## config.mk

```make
export PLATFORM = sky130hd
export DESIGN_NAME = expression_token_lexer_unit
export DESIGN_NICKNAME = d
export VERILOG_FILES = /design/src/rtl/etl_pkg.sv /design/src/rtl/etl_front.sv /design/src/rtl/etl_fifo.sv /design/src/rtl/etl_back.sv /design/src/rtl/expression_token_lexer_unit.sv
export SDC_FILE = /design/constraint.sdc
export NUM_CORES = 1
export LEC_CHECK = 0
export BUFFER_PORTS_ARGS = -buffer_cell sky130_fd_sc_hd__buf_4
export CORE_MARGIN = 2
export CORE_UTILIZATION = 45
export CTS_CLUSTER_SIZE = 30
export DETAILED_ROUTE_END_ITERATION = 10
export SLEW_MARGIN = 20
export SYNTH_ARGS = -nofsm -noshare
export SYNTH_HDL_FRONTEND = slang
export SYNTH_HIERARCHICAL = 1
export SYNTH_SLANG_ARGS = --single-unit
```

## constraint.sdc

```tcl
create_clock -name clk -period 9.68 [get_ports clk]
set_input_delay 1.452 -clock clk [delete_from_list [all_inputs] [get_ports clk]]
set_output_delay 1.452 -clock clk [all_outputs]
set_load 0.03 [all_outputs]
```

## src/rtl/etl_pkg.sv

```systemverilog
// shared types, character constants and helper functions of the expression token lexer
package etl_pkg;

  localparam int CHAR_W       = 8;
  localparam int POS_W        = 12;
  localparam int SUM_W        = POS_W + 2;
  localparam int POS_MAX      = (1 << POS_W) - 1;
  localparam int MAX_TEXT_DEF = 4096;

  // front-to-back queue
  localparam int Q_DEPTH = 4;
  localparam int Q_AW    = $clog2(Q_DEPTH);
  localparam int Q_CW    = $clog2(Q_DEPTH + 1);

  typedef logic [CHAR_W-1:0] char_t;
  typedef logic [POS_W-1:0]  pos_t;

  localparam char_t CH_NUL    = 8'h00;
  localparam char_t CH_TAB    = 8'h09;
  localparam char_t CH_CR     = 8'h0D;
  localparam char_t CH_SPACE  = 8'h20;
  localparam char_t CH_LPAREN = 8'h28;
  localparam char_t CH_RPAREN = 8'h29;
  localparam char_t CH_PLUS   = 8'h2B;
  localparam char_t CH_MINUS  = 8'h2D;
  localparam char_t CH_DOT    = 8'h2E;
  localparam char_t CH_0      = 8'h30;
  localparam char_t CH_9      = 8'h39;
  localparam char_t CH_EQUAL  = 8'h3D;
  localparam char_t CH_A_UP   = 8'h41;
  localparam char_t CH_E_UP   = 8'h45;
  localparam char_t CH_Z_UP   = 8'h5A;
  localparam char_t CH_A_LO   = 8'h61;
  localparam char_t CH_E_LO   = 8'h65;
  localparam char_t CH_Z_LO   = 8'h7A;

  typedef enum logic [2:0] {
    K_STOP,
    K_LP,
    K_RP,
    K_EQ,
    K_NUM,
    K_SYM,
    K_OP
  } kind_t;

  typedef enum logic [3:0] {
    M_IDLE,
    M_SYM,
    M_INT,
    M_FRAC,
    M_MINUS,
    M_DOT,
    M_EXP,
    M_ESIGN,
    M_EDIG
  } mode_t;

  typedef struct packed {
    logic nul;
    logic space;
    logic digit;
    logic alpha;
    logic lparen;
    logic rparen;
    logic equal;
    logic minus;
    logic plus;
    logic dot;
    logic expo;
  } cls_t;

  typedef struct packed {
    char_t code;
    cls_t  cls;
  } chr_t;

  typedef struct packed {
    chr_t ch;
    pos_t pos;
  } item_t;

  typedef struct packed {
    kind_t kind;
    pos_t  start;
    pos_t  len;
    char_t first;
  } token_t;

  function automatic cls_t char_class(input char_t c);
    cls_t k;
    k.nul    = (c == CH_NUL);
    k.space  = (c == CH_SPACE) || (c >= CH_TAB && c <= CH_CR);
    k.digit  = (c >= CH_0 && c <= CH_9);
    k.alpha  = (c >= CH_A_LO && c <= CH_Z_LO) || (c >= CH_A_UP && c <= CH_Z_UP);
    k.lparen = (c == CH_LPAREN);
    k.rparen = (c == CH_RPAREN);
    k.equal  = (c == CH_EQUAL);
    k.minus  = (c == CH_MINUS);
    k.plus   = (c == CH_PLUS);
    k.dot    = (c == CH_DOT);
    k.expo   = (c == CH_E_LO) || (c == CH_E_UP);
    return k;
  endfunction

  function automatic pos_t sat_pos(input logic [SUM_W-1:0] s, input pos_t top);
    return (s > SUM_W'(top)) ? top : s[POS_W-1:0];
  endfunction

endpackage

```

## src/rtl/etl_front.sv

```systemverilog
// front end: byte intake, position counter and character classification
module etl_front #(
  parameter int MAX_TEXT = etl_pkg::MAX_TEXT_DEF
) (
  input  logic           clk,
  input  logic           rst,
  input  logic           in_valid,
  output logic           in_ready,
  input  etl_pkg::char_t in_data,
  output logic           out_valid,
  input  logic           out_ready,
  output etl_pkg::item_t out_item
);

  localparam etl_pkg::pos_t POS_TOP = (MAX_TEXT - 1 > etl_pkg::POS_MAX) ?
                                      etl_pkg::pos_t'(etl_pkg::POS_MAX) :
                                      etl_pkg::pos_t'(MAX_TEXT - 1);

  etl_pkg::pos_t pos;
  etl_pkg::pos_t pos_next;
  etl_pkg::cls_t cls;
  logic          accept;

  assign cls       = etl_pkg::char_class(in_data);
  assign accept    = in_valid && out_ready;
  assign in_ready  = out_ready;
  assign out_valid = in_valid;

  assign out_item.ch.code = in_data;
  assign out_item.ch.cls  = cls;
  assign out_item.pos     = pos;

  // end of text restarts the offsets at zero
  assign pos_next = cls.nul ? '0 :
                    etl_pkg::sat_pos(etl_pkg::SUM_W'(pos) + etl_pkg::SUM_W'(1), POS_TOP);

  always_ff @(posedge clk) begin
    if (rst) begin
      pos <= '0;
    end else if (accept) begin
      pos <= pos_next;
    end
  end

endmodule

```

## src/rtl/etl_fifo.sv

```systemverilog
// short queue of classified bytes between front end and lexer engine
module etl_fifo (
  input  logic           clk,
  input  logic           rst,
  input  logic           wr_valid,
  output logic           wr_ready,
  input  etl_pkg::item_t wr_item,
  output logic           rd_valid,
  input  logic           rd_pop,
  output etl_pkg::item_t rd_item
);

  etl_pkg::item_t                 slots [etl_pkg::Q_DEPTH];
  logic [etl_pkg::Q_AW-1:0]       wr_ptr;
  logic [etl_pkg::Q_AW-1:0]       rd_ptr;
  logic [etl_pkg::Q_CW-1:0]       count;
  logic                           push;
  logic                           pop;

  assign wr_ready = (count != etl_pkg::Q_CW'(etl_pkg::Q_DEPTH));
  assign rd_valid = (count != '0);
  assign rd_item  = slots[rd_ptr];
  assign push     = wr_valid && wr_ready;
  assign pop      = rd_pop && rd_valid;

  always_ff @(posedge clk) begin
    if (rst) begin
      wr_ptr <= '0;
      rd_ptr <= '0;
      count  <= '0;
    end else begin
      if (push) begin
        wr_ptr <= wr_ptr + etl_pkg::Q_AW'(1);
      end
      if (pop) begin
        rd_ptr <= rd_ptr + etl_pkg::Q_AW'(1);
      end
      if (push && !pop) begin
        count <= count + etl_pkg::Q_CW'(1);
      end else if (pop && !push) begin
        count <= count - etl_pkg::Q_CW'(1);
      end
    end
  end

  always_ff @(posedge clk) begin
    if (push) begin
      slots[wr_ptr] <= wr_item;
    end
  end

endmodule

```

## src/rtl/etl_back.sv

```systemverilog
// lexer engine: token state machine, byte replay and result staging
module etl_back #(
  parameter int MAX_TEXT = etl_pkg::MAX_TEXT_DEF
) (
  input  logic            clk,
  input  logic            rst,
  input  logic            q_valid,
  input  etl_pkg::item_t  q_item,
  output logic            q_pop,
  output logic            m_valid,
  input  logic            m_ready,
  output etl_pkg::token_t m_token,
  output logic            m_last
);

  localparam etl_pkg::pos_t POS_TOP = (MAX_TEXT - 1 > etl_pkg::POS_MAX) ?
                                      etl_pkg::pos_t'(etl_pkg::POS_MAX) :
                                      etl_pkg::pos_t'(MAX_TEXT - 1);

  // lexer state
  etl_pkg::mode_t mode, mode_next;
  etl_pkg::kind_t lc, lc_next;
  etl_pkg::pos_t  ts, ts_next;
  etl_pkg::pos_t  tl, tl_next;
  etl_pkg::char_t tf, tf_next;
  logic [1:0]     pc, pc_next;
  etl_pkg::chr_t  pend [2];
  etl_pkg::chr_t  pend_next [2];

  // bytes handed back for another pass
  etl_pkg::item_t rb [2];
  logic [1:0]     r_cnt;
  logic [1:0]     drop_n;
  etl_pkg::item_t d0, d1;

  // byte under work
  etl_pkg::item_t  f;
  logic            f_v;
  logic            sign_ok;
  logic            take;
  logic            em_v;
  etl_pkg::token_t em;
  logic            go;

  // result staging and output register
  etl_pkg::token_t h_tok;
  logic            h_v;
  logic            h_fin;
  logic            h_move;
  etl_pkg::token_t o_tok;
  logic            o_v;
  logic            o_last;
  logic            o_free;

  logic [etl_pkg::SUM_W-1:0] sum_tl1;
  logic [etl_pkg::SUM_W-1:0] sum_tlpc;
  logic [etl_pkg::SUM_W-1:0] sum_end0;
  logic [etl_pkg::SUM_W-1:0] sum_end1;

  assign f   = (r_cnt != 2'd0) ? rb[0] : q_item;
  assign f_v = (r_cnt != 2'd0) || q_valid;

  assign sign_ok = (lc == etl_pkg::K_LP) || (lc == etl_pkg::K_OP) || (lc == etl_pkg::K_EQ);

  assign sum_tl1  = etl_pkg::SUM_W'(tl) + etl_pkg::SUM_W'(1);
  assign sum_tlpc = etl_pkg::SUM_W'(tl) + etl_pkg::SUM_W'(pc) + etl_pkg::SUM_W'(1);
  assign sum_end0 = etl_pkg::SUM_W'(ts) + etl_pkg::SUM_W'(tl);
  assign sum_end1 = sum_end0 + etl_pkg::SUM_W'(1);

  // next state
  always_comb begin
    mode_next = mode;
    case (mode)
      etl_pkg::M_SYM: begin
        if (!(f.ch.cls.digit || f.ch.cls.alpha)) begin
          mode_next = etl_pkg::M_IDLE;
        end
      end
      etl_pkg::M_INT, etl_pkg::M_FRAC, etl_pkg::M_EDIG: begin
        if (f.ch.cls.digit) begin
          mode_next = mode;
        end else if (mode == etl_pkg::M_INT && f.ch.cls.dot) begin
          mode_next = etl_pkg::M_FRAC;
        end else if (mode != etl_pkg::M_EDIG && f.ch.cls.expo) begin
          mode_next = etl_pkg::M_EXP;
        end else begin
          mode_next = etl_pkg::M_IDLE;
        end
      end
      etl_pkg::M_EXP, etl_pkg::M_ESIGN: begin
        if (f.ch.cls.digit) begin
          mode_next = etl_pkg::M_EDIG;
        end else if (mode == etl_pkg::M_EXP && (f.ch.cls.plus || f.ch.cls.minus)) begin
          mode_next = etl_pkg::M_ESIGN;
        end else begin
          mode_next = etl_pkg::M_IDLE;
        end
      end
      etl_pkg::M_MINUS, etl_pkg::M_DOT: begin
        if (f.ch.cls.digit) begin
          mode_next = (mode == etl_pkg::M_MINUS) ? etl_pkg::M_INT : etl_pkg::M_FRAC;
        end else if (mode == etl_pkg::M_MINUS && f.ch.cls.dot) begin
          mode_next = etl_pkg::M_DOT;
        end else begin
          mode_next = etl_pkg::M_IDLE;
        end
      end
      default: begin
        if (f.ch.cls.digit) begin
          mode_next = etl_pkg::M_INT;
        end else if (f.ch.cls.dot) begin
          mode_next = etl_pkg::M_DOT;
        end else if (f.ch.cls.minus && sign_ok) begin
          mode_next = etl_pkg::M_MINUS;
        end else if (f.ch.cls.alpha) begin
          mode_next = etl_pkg::M_SYM;
        end else begin
          mode_next = etl_pkg::M_IDLE;
        end
      end
    endcase
  end

  // outputs of the state machine: emission, token bookkeeping, replay list
  always_comb begin
    take         = 1'b1;
    em_v         = 1'b0;
    em           = '{kind: etl_pkg::K_STOP, start: f.pos, len: '0, first: '0};
    ts_next      = ts;
    tl_next      = tl;
    tf_next      = tf;
    pc_next      = pc;
    pend_next[0] = pend[0];
    pend_next[1] = pend[1];
    drop_n       = 2'd0;
    d0           = '{ch: pend[0], pos: etl_pkg::sat_pos(sum_end0, POS_TOP)};
    d1           = '{ch: pend[1], pos: etl_pkg::sat_pos(sum_end1, POS_TOP)};
    case (mode)
      etl_pkg::M_SYM: begin
        if (f.ch.cls.digit || f.ch.cls.alpha) begin
          tl_next = etl_pkg::sat_pos(sum_tl1, POS_TOP);
        end else begin
          take    = 1'b0;
          em_v    = 1'b1;
          em      = '{kind: etl_pkg::K_SYM, start: ts, len: tl, first: tf};
          tl_next = '0;
          pc_next = 2'd0;
        end
      end
      etl_pkg::M_INT, etl_pkg::M_FRAC, etl_pkg::M_EDIG: begin
        if (f.ch.cls.digit || (mode == etl_pkg::M_INT && f.ch.cls.dot)) begin
          tl_next = etl_pkg::sat_pos(sum_tl1, POS_TOP);
        end else if (mode != etl_pkg::M_EDIG && f.ch.cls.expo) begin
          pc_next      = 2'd1;
          pend_next[0] = f.ch;
        end else begin
          take    = 1'b0;
          em_v    = 1'b1;
          em      = '{kind: etl_pkg::K_NUM, start: ts, len: tl, first: tf};
          tl_next = '0;
          pc_next = 2'd0;
        end
      end
      etl_pkg::M_EXP, etl_pkg::M_ESIGN: begin
        if (f.ch.cls.digit) begin
          tl_next = etl_pkg::sat_pos(sum_tlpc, POS_TOP);
          pc_next = 2'd0;
        end else if (mode == etl_pkg::M_EXP && (f.ch.cls.plus || f.ch.cls.minus)) begin
          pend_next[1] = f.ch;
          pc_next      = 2'd2;
        end else begin
          // the exponent marker and any sign go back for another pass
          take    = 1'b0;
          em_v    = 1'b1;
          em      = '{kind: etl_pkg::K_NUM, start: ts, len: tl, first: tf};
          drop_n  = pc;
          tl_next = '0;
          pc_next = 2'd0;
        end
      end
      etl_pkg::M_MINUS, etl_pkg::M_DOT: begin
        if (f.ch.cls.digit) begin
          tl_next = etl_pkg::pos_t'(pc) + etl_pkg::pos_t'(1);
          pc_next = 2'd0;
        end else if (mode == etl_pkg::M_MINUS && f.ch.cls.dot) begin
          pend_next[1] = f.ch;
          pc_next      = 2'd2;
        end else begin
          // lone minus or dot becomes an operator, a held dot is lexed again
          take    = 1'b0;
          em_v    = 1'b1;
          em      = '{kind: etl_pkg::K_OP, start: ts, len: etl_pkg::pos_t'(1),
                      first: pend[0].code};
          drop_n  = (pc == 2'd2) ? 2'd1 : 2'd0;
          d0      = '{ch: pend[1], pos: etl_pkg::sat_pos(sum_end1, POS_TOP)};
          tl_next = '0;
          pc_next = 2'd0;
        end
      end
      default: begin
        if (f.ch.cls.nul) begin
          em_v = 1'b1;
          em   = '{kind: etl_pkg::K_STOP, start: f.pos, len: '0, first: '0};
        end else if (f.ch.cls.space) begin
          em_v = 1'b0;
        end else if (f.ch.cls.rparen) begin
          em_v = 1'b1;
          em   = '{kind: etl_pkg::K_RP, start: f.pos, len: etl_pkg::pos_t'(1),
                   first: f.ch.code};
        end else if (f.ch.cls.lparen) begin
          em_v = 1'b1;
          em   = '{kind: etl_pkg::K_LP, start: f.pos, len: etl_pkg::pos_t'(1),
                   first: f.ch.code};
        end else if (f.ch.cls.equal) begin
          em_v = 1'b1;
          em   = '{kind: etl_pkg::K_EQ, start: f.pos, len: etl_pkg::pos_t'(1),
                   first: f.ch.code};
        end else if (f.ch.cls.digit || f.ch.cls.alpha) begin
          ts_next = f.pos;
          tf_next = f.ch.code;
          tl_next = etl_pkg::pos_t'(1);
          pc_next = 2'd0;
        end else if (f.ch.cls.dot || (f.ch.cls.minus && sign_ok)) begin
          ts_next      = f.pos;
          tf_next      = f.ch.code;
          tl_next      = '0;
          pc_next      = 2'd1;
          pend_next[0] = f.ch;
        end else begin
          em_v = 1'b1;
          em   = '{kind: etl_pkg::K_OP, start: f.pos, len: etl_pkg::pos_t'(1),
                   first: f.ch.code};
        end
      end
    endcase

    lc_next = (em_v && em.kind != etl_pkg::K_STOP) ? em.kind : lc;

    // end of text: back to the start-of-text state
    if (take && f.ch.cls.nul) begin
      lc_next = etl_pkg::K_LP;
      ts_next = '0;
      tl_next = '0;
      tf_next = '0;
      pc_next = 2'd0;
    end
  end

  assign o_free = !o_v || m_ready;
  assign go     = f_v && (!em_v || !h_v || o_free);
  assign h_move = h_v && o_free && (h_fin || (go && em_v));
  assign q_pop  = go && take && (r_cnt == 2'd0);

  always_ff @(posedge clk) begin
    if (rst) begin
      mode <= etl_pkg::M_IDLE;
      lc   <= etl_pkg::K_LP;
      ts   <= '0;
      tl   <= '0;
      tf   <= '0;
      pc   <= 2'd0;
    end else if (go) begin
      mode <= mode_next;
      lc   <= lc_next;
      ts   <= ts_next;
      tl   <= tl_next;
      tf   <= tf_next;
      pc   <= pc_next;
    end
  end

  always_ff @(posedge clk) begin
    if (go) begin
      pend[0] <= pend_next[0];
      pend[1] <= pend_next[1];
    end
  end

  always_ff @(posedge clk) begin
    if (rst) begin
      r_cnt <= 2'd0;
    end else if (go) begin
      if (!take && drop_n != 2'd0) begin
        r_cnt <= drop_n;
      end else if (take && r_cnt != 2'd0) begin
        r_cnt <= r_cnt - 2'd1;
      end
    end
  end

  always_ff @(posedge clk) begin
    if (go) begin
      if (!take && drop_n != 2'd0) begin
        rb[0] <= d0;
        rb[1] <= d1;
      end else if (take && r_cnt != 2'd0) begin
        rb[0] <= rb[1];
      end
    end
  end

  // a result waits in staging until the next one shows up or its byte is done
  always_ff @(posedge clk) begin
    if (rst) begin
      h_v   <= 1'b0;
      h_fin <= 1'b0;
      o_v   <= 1'b0;
    end else begin
      if (go && em_v) begin
        h_v   <= 1'b1;
        h_fin <= q_pop;
      end else if (h_move) begin
        h_v <= 1'b0;
      end else if (q_pop && h_v) begin
        h_fin <= 1'b1;
      end
      if (h_move) begin
        o_v <= 1'b1;
      end else if (m_ready) begin
        o_v <= 1'b0;
      end
    end
  end

  always_ff @(posedge clk) begin
    if (go && em_v) begin
      h_tok <= em;
    end
    if (h_move) begin
      o_tok  <= h_tok;
      o_last <= h_fin;
    end
  end

  assign m_valid = o_v;
  assign m_token = o_tok;
  assign m_last  = o_last;

endmodule

```

## src/rtl/expression_token_lexer_unit.sv

```systemverilog
// top level of the expression token lexer
// Takes expression text one byte per request on the s_ side, skips whitespace and
// returns token spans on the m_ side: kind in m_tuser, start offset, length and
// first byte in m_tdata, with m_tlast on the last token caused by an input byte.
// A zero byte flushes any open token, returns a stop token and restarts offsets at 0.
// Throughput is one byte per cycle while no token is held back on the m_ side; a byte
// takes another engine step for each token it closes and for each held byte ("." after
// "-", "e", "e+") that is lexed again. The lexer engine does one state machine step per
// cycle while it has a byte and room for its result, and a four-entry queue lets the
// byte intake run ahead of it.
module expression_token_lexer_unit #(
  parameter int MAX_TEXT = etl_pkg::MAX_TEXT_DEF
) (
  input  logic        clk,
  input  logic        rst,
  input  logic        s_tvalid,
  output logic        s_tready,
  input  logic [7:0]  s_tdata,   // char_code
  output logic        m_tvalid,
  input  logic        m_tready,
  output logic [31:0] m_tdata,   // start_pos[11:0], token_len[23:12], first_char[31:24]
  output logic [2:0]  m_tuser,   // token_kind
  output logic        m_tlast
);

  logic            f_valid;
  logic            f_ready;
  etl_pkg::item_t  f_item;
  logic            q_valid;
  logic            q_pop;
  etl_pkg::item_t  q_item;
  etl_pkg::token_t tok;

  etl_front #(
    .MAX_TEXT (MAX_TEXT)
  ) u_front (
    .clk       (clk),
    .rst       (rst),
    .in_valid  (s_tvalid),
    .in_ready  (s_tready),
    .in_data   (s_tdata),
    .out_valid (f_valid),
    .out_ready (f_ready),
    .out_item  (f_item)
  );

  etl_fifo u_fifo (
    .clk      (clk),
    .rst      (rst),
    .wr_valid (f_valid),
    .wr_ready (f_ready),
    .wr_item  (f_item),
    .rd_valid (q_valid),
    .rd_pop   (q_pop),
    .rd_item  (q_item)
  );

  etl_back #(
    .MAX_TEXT (MAX_TEXT)
  ) u_back (
    .clk     (clk),
    .rst     (rst),
    .q_valid (q_valid),
    .q_item  (q_item),
    .q_pop   (q_pop),
    .m_valid (m_tvalid),
    .m_ready (m_tready),
    .m_token (tok),
    .m_last  (m_tlast)
  );

  assign m_tdata = {tok.first, tok.len, tok.start};
  assign m_tuser = tok.kind;

  // engine only consumes bytes that are in the queue
  a_pop_valid : assert property (@(posedge clk) disable iff (rst)
    q_pop |-> q_valid)
    else $error("lexer engine popped an empty queue");

  // intake only backs up when the queue actually holds bytes
  a_full_nonempty : assert property (@(posedge clk) disable iff (rst)
    !s_tready |-> q_valid)
    else $error("intake stalled with an empty queue");

  // a stop token always closes its run
  a_stop_last : assert property (@(posedge clk) disable iff (rst)
    (m_tvalid && m_tuser == etl_pkg::K_STOP) |-> m_tlast)
    else $error("stop token without tlast");

  // only stop tokens have zero length
  a_len_zero : assert property (@(posedge clk) disable iff (rst)
    m_tvalid |-> ((m_tuser == etl_pkg::K_STOP) == (m_tdata[23:12] == 12'd0)))
    else $error("token length does not match token kind");

endmodule
```

==> results.py <==
metrics = {
    "timing": {
        "max_slew_margin_pct": 32.87,
        "hold_viol": 0,
        "worst_pin_slew_ns": 1.007,
        "rsz0062_at_grt": "false",
        "fin_skew_ns": 0.01389,
        "drv_slew": 0,
        "finalCritPeriodShare_pct": 52.07,
        "fmax_ghz": 0.1984,
        "finalSetupTns_ns": 0,
        "min_period_ns": 5.040,
        "finalSetupViolations": 0,
    },
    "pwr": {
        "ir_drop_v": 0.0002573,
        "netSwitchingPower_w": 0.002025,
        "seqPwrFrac_pct": 41.1,
        "p_clk_share_pct": 27.3,
        "power_w": 0.005729,
        "power_density_nw_per_um2": 309.0,
        "p_int_w": 0.003704,
        "p_comb_share_pct": 31.6,
        "swShare_pct": 35.34,
        "power_leakage_nw": 6.530,
    },
    "worst_setup_path": {
        "end_kind": "flip-flop",
        "rr_worst_depth": 9,
        "start_kind": "flip-flop",
        "crit_fanout": 42,
        "critPathKind": "reg -> reg",
        "worstPathArrival_ns": 5.18,
        "required_ns": 9.81,
    },
    "synth": {
        "synth_edf_count": 293,
        "syn_area_um2": 16470,
        "syn_area_per_cell_um2": 12.43,
        "yosys_warnings": 6,
        "synth_cell_types": 90,
        "synth-seq-area-share_pct": 61.58,
        "synthCells": 1325,
        "synth_flop_cell": "edfxtp_1",
        "ys_top_cells_by_count": "edfxtp_1, nor2_1, nand2_1",
        "ys_async_sr_fraction_pct": 0,
        "yosysTopAreaCellShare_pct": 53.43,
        "ys_seq_elements": 360,
        "synth.most_common_cell": "edfxtp_1",
        "synth_nets": 1367,
        "yosysTopAreaCell": "edfxtp_1",
        "synthTopCellsByArea": "edfxtp_1, dfxtp_1, mux4_2, nor2_1, nand2_1",
    },
    "place": {
        "gp_congestion": 0.8923,
        "place_hpwl_um": 24110,
        "portBuffers": 49,
        "place_area_um2": 17170,
    },
    "cts": {
        "ctsHoldBuffers": 0,
        "cts_root_buffer": "clkbuf_16",
        "cts_tree": "done",
        "clk_pin_slew_ns": 0.06,
        "clock_latency_ns": 0.52,
        "clock_path_buffers": 3,
        "htree_levels": 2,
        "cts_setup_buffers": 0,
        "clkSinkCount": 360,
        "post_cts_resize_count": 0,
        "cts_buffers": 40,
    },
    "worst_hold_path": {
        "holdPathStages": 0,
        "hp-start": "u_back/h_tok[8]",
        "hold_class": "reg -> reg",
    },
    "route": {
        "wire_per_inst_um": 20.15,
        "drc_errors": 0,
        "num_vias": 10810,
        "totalWireLength_um": 37270,
        "first_pass_iters": 5,
        "route.antenna.remaining_nets": 0,
        "first_iter_violations": 1066,
        "vias_per_cell": 5.841,
    },
    "layout": {
        "fillerInstances": 3090,
        "diodes": 0,
        "layout-drive-gt1-share_pct": 15.41,
        "final_nets": 1393,
        "final_cell_area_um2": 18540,
        "syn_to_final_growth_pct": 12.61,
    },
    "die": {
        "die_y_um": 195.3,
        "dieWidth_um": 195.3,
        "start_util_pct": 45.30,
        "io_pins": 50,
        "die_area_um2": 38140,
        "fp-row-count": 70,
        "core-area_um2": 36350,
    },
    "grt": {
        "grt_overflow": 0,
        "grt.total_usage_pct": 19.56,
        "grt_antenna_before_repair": 0,
        "grt_pass1_wl_um": 58550,
        "grt_pass1_vias": 10310,
        "grt_start_max_net_pins": 53,
    },
    "job": {
        "maxCapViolations": 0,
    },
    "outcome": {
        "outcome": "complete, no violations",
    },
}
[worst max-delay path, stage by stage, from the launching register on]
cell and delay, ns:
dfxtp_1 0.31, buf_4 0.40, mux4_2 0.42, mux2i_1 0.76, nand2_1 0.21, o311a_1 0.46
nand3_1 0.17, and3_2 0.78, o21ai_0 0.32, nor2_4 0.77
[layout by cell type (no fill, tap or decap), types with 19 or more instances in the layout]
master,n
a21oi_1,70
a31oi_1,34
and2_1,22
buf_4,66
clkbuf_16,41
dfxtp_1,66
edfxtp_1,293
ha_1,26
inv_1,42
mux2i_1,28
mux4_2,30
nand2_1,102
nand3_1,39
nor2_1,118
nor3_1,36
o21ai_0,62
xor2_1,19
[sequential cells by signal, summed over array words and instances, names as in the netlist, 3 cells and up, named ones only]
name and count:
u_back/h_tok 35, u_back/lc 3, u_back/m_token 35, u_back/mode 4, u_back/pend 37, u_back/rb 61
u_back/tf 8, u_back/tl 12, u_back/ts 12, u_fifo/count 3, u_fifo/slots 124, u_front/pos 12
[cell families after synthesis]
| group | after synthesis | synth area share, % |
|---|---|---|
| mux | 67 | 6.535 |
| flops | 360 | 61.58 |
| compound gates | 288 | 11.54 |
| buf+inv | 125 | 3.419 |
| fa+ha+maj | 30 | 2.416 |
| simple gates | 419 | 12.51 |
| xor+xnor | 36 | 2.006 |
[stage by stage]
stage | setup WS [ns] | hold WS (ns) | util [%] | cells
finish | 4.640 | 0.4182 | 51.01 | 1850
detailed placement | 4.642 | 0.4045 | 47.24 | 1777
global route | 4.216 | 0.4291 | 51.01 | 1850
floorplan | 3.989 | 0.4003 | - | 1325
CTS | 4.584 | 0.4183 | 51.00 | 1850
global placement | 4.768 | 0.4049 | 47.24 | 1777
[cell type report]
type / instances / area [µm²] / area share [%]
multi-input cells: 840 / 5791 / 31.23
flip-flops and latches: 360 / 10140 / 54.69
repair buffers: 66 / 495.5 / 2.672
clock inverters: 26 / 309.0 / 1.667
inverters: 43 / 161.4 / 0.8705
well taps: 468 / 585.6 / 3.158
clock buffers: 47 / 1059 / 5.709
[path summary, 6_finish.rpt]
| check | endpoint | slack, ns |
|---|---|---|
| worst min-delay path | u_back/m_token[8] | 0.42 |
| worst max-delay path | u_back/m_token[21] | 4.64 |
| worst max register to register | u_back/m_token[21] | 4.64 |
| worst min register to register | u_back/m_token[8] | 0.42 |
[layer usage]
metal  wire length [µm]  GRT usage [%]  vias to the layer above
met5                  0              0                        -
met4                780          5.089                        0
met3               2080          2.798                       66
met2              17060          30.91                      377
met1              17350          28.55                     5314
li1                   -              -                     5048
[power groups by stage]
stage	sequential (W)	combinational [W]	clock, W
floorplan	0.00244	0.00119	0
global placement	0.00237	0.00177	0
detailed placement	0.00238	0.00179	0
CTS	0.00236	0.00180	0.00160
global route	0.00239	0.00198	0.00166
finish	0.00235	0.00181	0.00156
No activity file was read; power rests on OpenSTA's default activity.
